$ cat config.mk
export PLATFORM = sky130hd
export DESIGN_NAME = mqtt_sn_stream_deframer
export DESIGN_NICKNAME = d
export VERILOG_FILES = /design/src/mqsn_dfr_pkg.sv /design/src/mqtt_sn_stream_deframer.sv
export VERILOG_INCLUDE_DIRS = /design/src /design/src/src
export SDC_FILE = /design/constraint.sdc
export NUM_CORES = 1
export LEC_CHECK = 0
export BUFFER_PORTS_ARGS = -buffer_cell sky130_fd_sc_hd__clkbuf_2
export CORE_MARGIN = 10
export CORE_UTILIZATION = 53
export CTS_CLUSTER_SIZE = 14
export DETAILED_ROUTE_END_ITERATION = 8
export PLACE_DENSITY = 0.75
export SETUP_SLACK_MARGIN = 0.5
export SLEW_MARGIN = 10
export SYNTH_ARGS = -nofsm -noshare
export SYNTH_HDL_FRONTEND = slang
export SYNTH_SLANG_ARGS = --single-unit
$ cat constraint.sdc
create_clock -name clk -period 3.8 [get_ports clk]
set_input_delay 0.76 -clock clk [delete_from_list [all_inputs] [get_ports clk]]
set_output_delay 0.76 -clock clk [all_outputs]
set_load 0.02 [all_outputs]
$ cat src/mqtt_sn_stream_deframer_macros.svh
// ----------------------------------------------------------------------------
// MQTT-SN stream deframer assertion macros
// Concurrent assertion wrappers shared by the deframer RTL.
// ----------------------------------------------------------------------------
`ifndef MQTT_SN_STREAM_DEFRAMER_MACROS_SVH
`define MQTT_SN_STREAM_DEFRAMER_MACROS_SVH

`ifndef ASSERT_OFF

// Checked on every rising edge outside reset.
`define MQSN_ASSERT(lbl, prop, msg) \
  lbl: assert property (@(posedge clk) disable iff (!rst_n) (prop)) else $error(msg);

// Checked on every rising edge, reset included.
`define MQSN_ASSERT_ALWAYS(lbl, prop, msg) \
  lbl: assert property (@(posedge clk) (prop)) else $error(msg);

`else

`define MQSN_ASSERT(lbl, prop, msg)
`define MQSN_ASSERT_ALWAYS(lbl, prop, msg)

`endif

`endif

$ cat src/mqsn_dfr_pkg.sv
// ----------------------------------------------------------------------------
// MQTT-SN stream deframer package
// Types and constants shared by the deframer RTL.
// ----------------------------------------------------------------------------
package mqsn_dfr_pkg;

  localparam int IN_TDATA_W  = 8;
  localparam int OUT_TDATA_W = 48;
  localparam int OUT_TUSER_W = 3;

  localparam logic [7:0] LONG_FORM_PREFIX = 8'h01;

  // Total of a message that carries only a length field and a type octet.
  localparam logic [16:0] MIN_TOTAL_SHORT = 17'd2;
  localparam logic [16:0] MIN_TOTAL_LONG  = 17'd4;

  typedef enum logic [4:0] {
    PH_FIRST   = 5'b00001,
    PH_LEN_HI  = 5'b00010,
    PH_LEN_LO  = 5'b00100,
    PH_TYPE    = 5'b01000,
    PH_PAYLOAD = 5'b10000
  } phase_t;

  typedef enum logic [1:0] {
    KIND_LEN     = 2'd0,
    KIND_TYPE    = 2'd1,
    KIND_PAYLOAD = 2'd2
  } kind_t;

  typedef struct packed {
    logic [15:0] payload_index;
    logic [15:0] message_length;
    logic [7:0]  message_type;
    logic [7:0]  byte_out;
    kind_t       byte_kind;
    logic        end_of_message;
    logic        length_error;
  } result_t;

endpackage

$ cat src/mqtt_sn_stream_deframer.sv
// ----------------------------------------------------------------------------
// MQTT-SN stream deframer
// Tags each octet of an MQTT-SN stream with its role in the current message.
// ----------------------------------------------------------------------------
// The block takes one octet per item and gives one result item for each,
// in order. It accepts one item in every cycle while the skid register is
// empty: the framing state is a small register updated by a single pass of
// logic, and the results leave through an output register backed by a
// one-entry skid register, so the input takes one more octet while the
// output is stalled. out_tdata carries the octet, the message type, the total
// length and the payload index; out_tuser carries the octet's kind and the
// length error flag; out_tlast marks the octet that completes a message.
`include "mqtt_sn_stream_deframer_macros.svh"

module mqtt_sn_stream_deframer (
  input  logic                                 clk,
  input  logic                                 rst_n,
  input  logic                                 in_tvalid,
  output logic                                 in_tready,
  input  logic [mqsn_dfr_pkg::IN_TDATA_W-1:0]  in_tdata,  // [7:0] data_byte
  output logic                                 out_tvalid,
  input  logic                                 out_tready,
  // [7:0] byte_out, [15:8] message_type, [31:16] message_length,
  // [47:32] payload_index
  output logic [mqsn_dfr_pkg::OUT_TDATA_W-1:0] out_tdata,
  output logic [mqsn_dfr_pkg::OUT_TUSER_W-1:0] out_tuser, // [1:0] byte_kind, [2] length_error
  output logic                                 out_tlast  // end_of_message
);
  import mqsn_dfr_pkg::*;

  phase_t      phase_r, phase_nxt;
  logic [15:0] total_r, total_nxt;
  logic        long_r, long_nxt;
  logic [7:0]  type_r, type_nxt;
  logic [15:0] seen_r, seen_nxt;

  logic        out_valid_r, skid_valid_r;
  result_t     out_r, skid_r, res;

  logic        in_fire, out_free;
  logic [7:0]  b;
  logic [16:0] fs_plus1;
  logic [15:0] seen_inc;
  logic [16:0] seen_end;

  assign b         = in_tdata;
  assign in_tready = !skid_valid_r;
  assign in_fire   = in_tvalid && in_tready;
  assign out_free  = !out_valid_r || out_tready;

  assign fs_plus1 = long_r ? MIN_TOTAL_LONG : MIN_TOTAL_SHORT;
  assign seen_inc = seen_r + 16'd1;
  assign seen_end = {1'b0, seen_inc} + fs_plus1;

  always_comb begin
    phase_nxt = phase_r;
    total_nxt = total_r;
    long_nxt  = long_r;
    type_nxt  = type_r;
    seen_nxt  = seen_r;

    res                = '0;
    res.byte_out       = b;
    res.byte_kind      = KIND_LEN;

    unique case (phase_r)
      PH_LEN_HI: begin
        total_nxt = {b, 8'h00};
        phase_nxt = PH_LEN_LO;
      end
      PH_LEN_LO: begin
        total_nxt          = {total_r[15:8], b};
        res.message_length = {total_r[15:8], b};
        if ({1'b0, total_r[15:8], b} < MIN_TOTAL_LONG) begin
          res.length_error = 1'b1;
          phase_nxt        = PH_FIRST;
        end else begin
          phase_nxt = PH_TYPE;
        end
      end
      PH_TYPE: begin
        res.byte_kind      = KIND_TYPE;
        type_nxt           = b;
        res.message_type   = b;
        res.message_length = total_r;
        seen_nxt           = '0;
        if ({1'b0, total_r} == fs_plus1) begin
          res.end_of_message = 1'b1;
          phase_nxt          = PH_FIRST;
        end else begin
          phase_nxt = PH_PAYLOAD;
        end
      end
      PH_PAYLOAD: begin
        res.byte_kind      = KIND_PAYLOAD;
        res.message_type   = type_r;
        res.message_length = total_r;
        res.payload_index  = seen_r;
        seen_nxt           = seen_inc;
        if (seen_end >= {1'b0, total_r}) begin
          res.end_of_message = 1'b1;
          phase_nxt          = PH_FIRST;
        end
      end
      default: begin
        type_nxt = '0;
        seen_nxt = '0;
        if (b == LONG_FORM_PREFIX) begin
          long_nxt  = 1'b1;
          total_nxt = '0;
          phase_nxt = PH_LEN_HI;
        end else begin
          long_nxt           = 1'b0;
          total_nxt          = {8'h00, b};
          res.message_length = {8'h00, b};
          if ({9'h000, b} < MIN_TOTAL_SHORT) begin
            res.length_error = 1'b1;
            phase_nxt        = PH_FIRST;
          end else begin
            phase_nxt = PH_TYPE;
          end
        end
      end
    endcase
  end

  always_ff @(posedge clk) begin
    if (!rst_n) begin
      phase_r <= PH_FIRST;
      total_r <= '0;
      long_r  <= 1'b0;
      type_r  <= '0;
      seen_r  <= '0;
    end else if (in_fire) begin
      phase_r <= phase_nxt;
      total_r <= total_nxt;
      long_r  <= long_nxt;
      type_r  <= type_nxt;
      seen_r  <= seen_nxt;
    end
  end

  always_ff @(posedge clk) begin
    if (!rst_n) begin
      out_valid_r  <= 1'b0;
      skid_valid_r <= 1'b0;
    end else if (out_free) begin
      out_valid_r  <= skid_valid_r || in_fire;
      skid_valid_r <= 1'b0;
    end else if (in_fire) begin
      skid_valid_r <= 1'b1;
    end
  end

  always_ff @(posedge clk) begin
    if (out_free) begin
      if (skid_valid_r) begin
        out_r <= skid_r;
      end else if (in_fire) begin
        out_r <= res;
      end
    end else if (in_fire) begin
      skid_r <= res;
    end
  end

  assign out_tvalid = out_valid_r;
  assign out_tdata  = {out_r.payload_index, out_r.message_length,
                       out_r.message_type, out_r.byte_out};
  assign out_tuser  = {out_r.length_error, out_r.byte_kind};
  assign out_tlast  = out_r.end_of_message;

  `MQSN_ASSERT_ALWAYS(a_skid_behind_out, !skid_valid_r || out_valid_r || !rst_n,
                      "skid entry held while output register is empty")
  `MQSN_ASSERT(a_err_not_last, (out_valid_r && out_r.length_error) |-> !out_r.end_of_message,
               "length error result marked as end of message")
  `MQSN_ASSERT(a_index_in_msg,
               (out_valid_r && out_r.byte_kind == KIND_PAYLOAD) |->
               (out_r.payload_index < out_r.message_length),
               "payload index beyond message length")
  `MQSN_ASSERT(a_payload_room,
               (phase_r == PH_PAYLOAD) |-> (({1'b0, seen_r} + fs_plus1) < {1'b0, total_r}),
               "payload phase with no octets left in the message")
  `MQSN_ASSERT(a_skid_only_on_stall, $rose(skid_valid_r) |-> $past(out_valid_r && !out_tready),
               "skid register filled without an output stall")

endmodule
# Word-level counts from Yosys, hierarchy flattened
# Index checks and enable logic that the tools add are counted.
word_totals:
  ff_bits: 152
  inputBits: 12
  output_inout_bits: 54
  wordCells: 85
op_classes:
  addsub: 2
  n_lt_le_gt_ge: 3
  n_eq_ne: 7
  muxes: 24
  bitwise: 7
  n_reduce_logical: 20
ops:
  columns: ["op", "n"]
  rows:
  - ["two-way mux 52 bit", 2]
  - ["case mux 16 bit (3 select lines)", 2]
  - ["case mux 16 bit (2 select lines)", 1]
  - ["case mux 8 bit (2 select lines)", 2]
  - ["case mux 5 bit (4 select lines)", 1]
  - ["adder 16 x 3 -> 17 bit", 1]
  - ["greater-or-equal comparator 17 x 16 -> 1 bit", 1]
  - ["adder 16 x 1 -> 16 bit (second input constant)", 1]
  - ["== test 16 x 3 -> 1 bit", 1]
  - ["< comparator 16 x 3 -> 1 bit (second input constant)", 1]
  - ["two-way mux 16 bit", 1]
  - ["AND reduction 2 bit", 7]
  - ["two-way mux 4 bit", 3]
  - ["two-way mux 5 bit", 2]
  - ["== test 8 x 1 -> 1 bit (second input constant)", 1]
  - ["< comparator 8 x 2 -> 1 bit (second input constant)", 1]
  - ["two-way mux 8 bit", 1]
  - ["NOT 1 bit", 7]
  - ["two-way mux 1 bit", 6]
  - ["case mux 3 bit (2 select lines)", 1]
  - ["OR reduction 2 bit", 3]
  - ["OR reduction 3 bit", 2]
  - ["== test 5 x 2 -> 1 bit (second input constant)", 1]
  - ["== test 5 x 3 -> 1 bit (second input constant)", 1]
  - ["other kinds (11)", 13]

# Longest topological paths before layout
depth:
  word_depth: 7
  depth_mapped: 16
  depth_no_buf: 15

# Worst setup path after synthesis
# No wires, ideal clock.
synth_path:
  path_type: "input port to flip-flop"
  startpoint: "input port out_tready"
  endpoint: "register out_r, in the netlist out_tdata[0], enable pin"
  setup_ps: 468
  t_arrival_ps: 3238
  required_ps: 3332
  path_slack_ps: 94
  cell_stages: 2
  path_buffers: 0
  path_cell_list: "nand2b_1 > nor2b_1"
synth_via:
  elab_chain_len: 2
synth_lines:
  columns: ["element", "line_no", "text"]
  rows:
  - ["start, declared", "mqtt_sn_stream_deframer.sv:22", "input logic out_tready,"]
  - ["logical OR 1 bit", "mqtt_sn_stream_deframer.sv:49", "assign out_free = !out_valid_r || out_tready;"]
  - ["AND reduction 2 bit (no source line)", null, null]
  - ["end signal, assigned", "mqtt_sn_stream_deframer.sv:158", "out_r <= skid_r;"]
  - ["end signal, assigned", "mqtt_sn_stream_deframer.sv:160", "out_r <= res;"]
  - ["end, declared", "mqtt_sn_stream_deframer.sv:38", "result_t out_r, skid_r, res;"]
# No other way between the ends.
# A chain may end at the register's enable or synchronous reset.

# Worst setup path after layout
layout_path:
  startpoint: "register seen_r[0]"
  endpoint: "register out_r, in the netlist out_tlast, data pin"
layout_via:
  elab_chain_len: 7
layout_lines:
  columns: ["element", "line_no", "text"]
  rows:
  - ["start, declared", "mqtt_sn_stream_deframer.sv:35", "logic [15:0] seen_r, seen_nxt;"]
  - ["start signal, assigned", "mqtt_sn_stream_deframer.sv:139", "seen_r <= seen_nxt;"]
  - ["adder 16 x 1 -> 16 bit", "mqtt_sn_stream_deframer.sv:52", "assign seen_inc = seen_r + 16'd1;"]
  - ["adder 16 x 3 -> 17 bit", "mqtt_sn_stream_deframer.sv:53", "assign seen_end = {1'b0, seen_inc} + fs_plus1;"]
  - ["greater-or-equal comparator 17 x 16 -> 1 bit", "mqtt_sn_stream_deframer.sv:100", "if (seen_end >= {1'b0, total_r}) begin"]
  - ["two-way mux 1 bit", "mqtt_sn_stream_deframer.sv:100", null]
  - ["case mux 3 bit (2 select lines)", "mqtt_sn_stream_deframer.sv:66", "unique case (phase_r)"]
  - ["two-way mux 52 bit", "mqtt_sn_stream_deframer.sv:159", "end else if (in_fire) begin"]
  - ["two-way mux 52 bit", "mqtt_sn_stream_deframer.sv:157", "if (skid_valid_r) begin"]
# No other way between the ends. The select of a mux whose other input is x is not followed.

==> reports/metrics.csv <==
metric,value,unit
drt.antenna.violating_nets,0,
netlist-cell-type-count,61,
core,13800,sq um
fin_nets,780,
worst_pin_slew,0.936,ns
fp.dieH,138,um
antennaDiodeCount,0,
routed-via-count,5505,
power_density,419,nW/um^2
rsz0062_at_grt,true,
netlist_instances,669,
holdWs,0.472,ns
gr-total-overflow,0,
yosysWarningCount,0,
io_buffers,65,
seq_area_frac_synth,55.1,%
slew_viol_final,0,
synthesis.area,7410,sq um
cts_sinks,152,
routedWlPerCell,19.2,um
cts_root_buf,clkbuf_16,
status,finished clean,
first_global_vias,5460,
crit_type,flop to flop,
synth_edf_count,104,
netlist_top_cells_area,"edfxtp_1, dfxtp_1, mux2_2",
fin_util,64.2,%
endpoint_kind,flop,
hold_viol_final,0,
die_w,138,um
vdd_ir_drop_max,0.000219,V
crit_path_max_fanout,5,
cts_tree,done,
total_leakage_power,3.30,nW
period_share,89.7,%
yosys.area.top_type,edfxtp_1,
grt_pass1_wl,28.8,mm
die_area,19100,sq um
grt_max_degree,50,
setup_tns,0,ns
start_util,53.8,%
grt.total_usage,18.5,%
placed_cell_area,8000,sq um
dp_hpwl,12.2,mm
viasPerCell,5.85,
fin_crit,3.41,ns
arrival,3.57,ns
ys_ff_latch,152,
wl,18.1,mm
gp_congestion,0.879,
avgSynthCellArea,11.1,sq um
skew,0.00796,ns
clk_path_buf_depth,2,
drtIter0Drc,459,
row_count,43,
maxCapViolations,0,
antenna_found_initial,0,
min_path_type,flop to flop,
fmax,0.293,GHz
synthToLayoutAreaGrowth,19.3,%
ioPinCount,66,
critPathLaunchType,flop,
relSlewSlack,37.6,%
clock_latency,0.43,ns
cts-htree-levels,4,
final_area,8840,sq um
synth_ff_type,edfxtp_1,
critical_path_required,3.96,ns
yosysMostFrequentCell,edfxtp_1,
synth_top_area_share,42.1,%
firstDrtPassIters,5,
path_clk_slew,0.06,ns
async_flop_share,0,%
synth_nets,701,
cts_made_buffers,17,
drc,0,
layout-drive-gt1-share,28.6,%
setup_viol,0,
synth_common_cells,"edfxtp_1, nand2_1, dfxtp_1, mux2_2, nand3_1",
[worst paths after layout]
| path | from | to | slack [ns] | depth (start not counted) |
|---|---|---|---|---|
| max reg2reg | seen_r[0] | out_tlast | 0.39 | 15 |
| min reg2reg | total_r[11] | total_r[11] | 0.47 | 2 |
| max | seen_r[0] | out_tlast | 0.39 | 15 |
| min | total_r[11] | total_r[11] | 0.47 | 2 |
[placed cells by master, fill, tap and decap left out, types with 4 or more instances in the layout]
cell type / synthesis / routed
a22o_1: 8 / 8
nand3_1: 37 / 35
xnor2_1: 20 / 17
o21ai_1: 7 / 8
a21oi_1: 26 / 23
a21boi_1: 9 / 10
dfxtp_4: 0 / 4
nand4_1: 4 / 4
dfxtp_1: 48 / 41
xor2_1: 5 / 4
nor2_1: 24 / 23
inv_1: 26 / 24
buf_4: 0 / 28
clkbuf_16: 0 / 17
ha_1: 19 / 17
a21boi_0: 28 / 27
nand2_1: 81 / 79
clkinvlp_4: 0 / 4
o21a_1: 5 / 5
o31ai_1: 8 / 8
clkbuf_2: 0 / 65
edfxtp_1: 104 / 104
mux2_2: 45 / 45
nand3b_1: 4 / 4
nor4_1: 7 / 7
and2_1: 26 / 26
o21ai_0: 25 / 23
nor3_1: 12 / 11
[flip-flops by register name, summed over array words and instances (netlist names)]
name          count
long_r            1
out_tdata        48
out_tlast         1
out_tuser         3
out_tvalid        1
phase_r           5
seen_r           16
skid_r           52
skid_valid_r      1
total_r          16
type_r            8
[critical path, cell delays in order, from the launching register on]
cell and delay [ns]:
dfxtp_4 0.36, ha_4 0.28, ha_4 0.13, inv_2 0.03
fa_2 0.36, a21oi_4 0.17, o21ai_4 0.11, and4bb_1 0.31
xnor2_1 0.14, ha_1 0.29, nand2_2 0.11, nor3_4 0.05
a221oi_2 0.23, o211ai_1 0.15, a41oi_2 0.28, a31oi_1 0.13
[cell type report]
type,instances,area (sq um)
timing repair buffer,96,587
fill,1101,4930
multi-input combinational,453,3270
inverter,28,105
sequential,152,4100
tap,180,225
clock buffer,18,429
clock inverter,14,124
[layer usage]
layer | routed length, um | vias to the layer above | global-route usage [%]
met2 | 8610 | 217 | 29.8
met3 | 1140 | 45 | 5.03
met1 | 7780 | 2650 | 22.8
li1 | - | 2593 | -
met4 | 514 | 0 | 8.10
met5 | 0 | - | 0
[metrics by stage]
stage               std cells  total power [mW]  worst slack (ns)
floorplan                 669              2.04             0.541
global placement          896              2.13             0.284
detailed placement        896              2.14             0.105
CTS                       937              3.73             0.411
global route              941              3.83             0.224
finish                    941              3.71             0.390
[what timing repair did]
| item | in CTS | in global routing |
|---|---|---|
| hold buffers | 0 | 0 |
| endpoints found under the hold margin | 0 | 0 |
| endpoints found under the setup margin | 4 | 4 |
| setup buffers | 9 | 4 |
| pin swaps | 12 | 12 |
| gates resized for setup | 28 | 17 |
[cells by family after synthesis]
family / count (synthesis) / synth area share [%]
flops: 152 / 55.1
simple gates: 228 / 16.1
fa+ha+maj: 20 / 3.48
mux: 45 / 6.84
buf+inv: 64 / 3.43
compound gates: 135 / 12.1
xor+xnor: 25 / 2.96
[power by group]
group / switching (mW) / internal (mW)
Clock: 0.690 / 0.903
Combinational: 0.180 / 0.0886
Sequential: 0.0215 / 1.82
No activity file was read; power rests on OpenSTA's default activity.
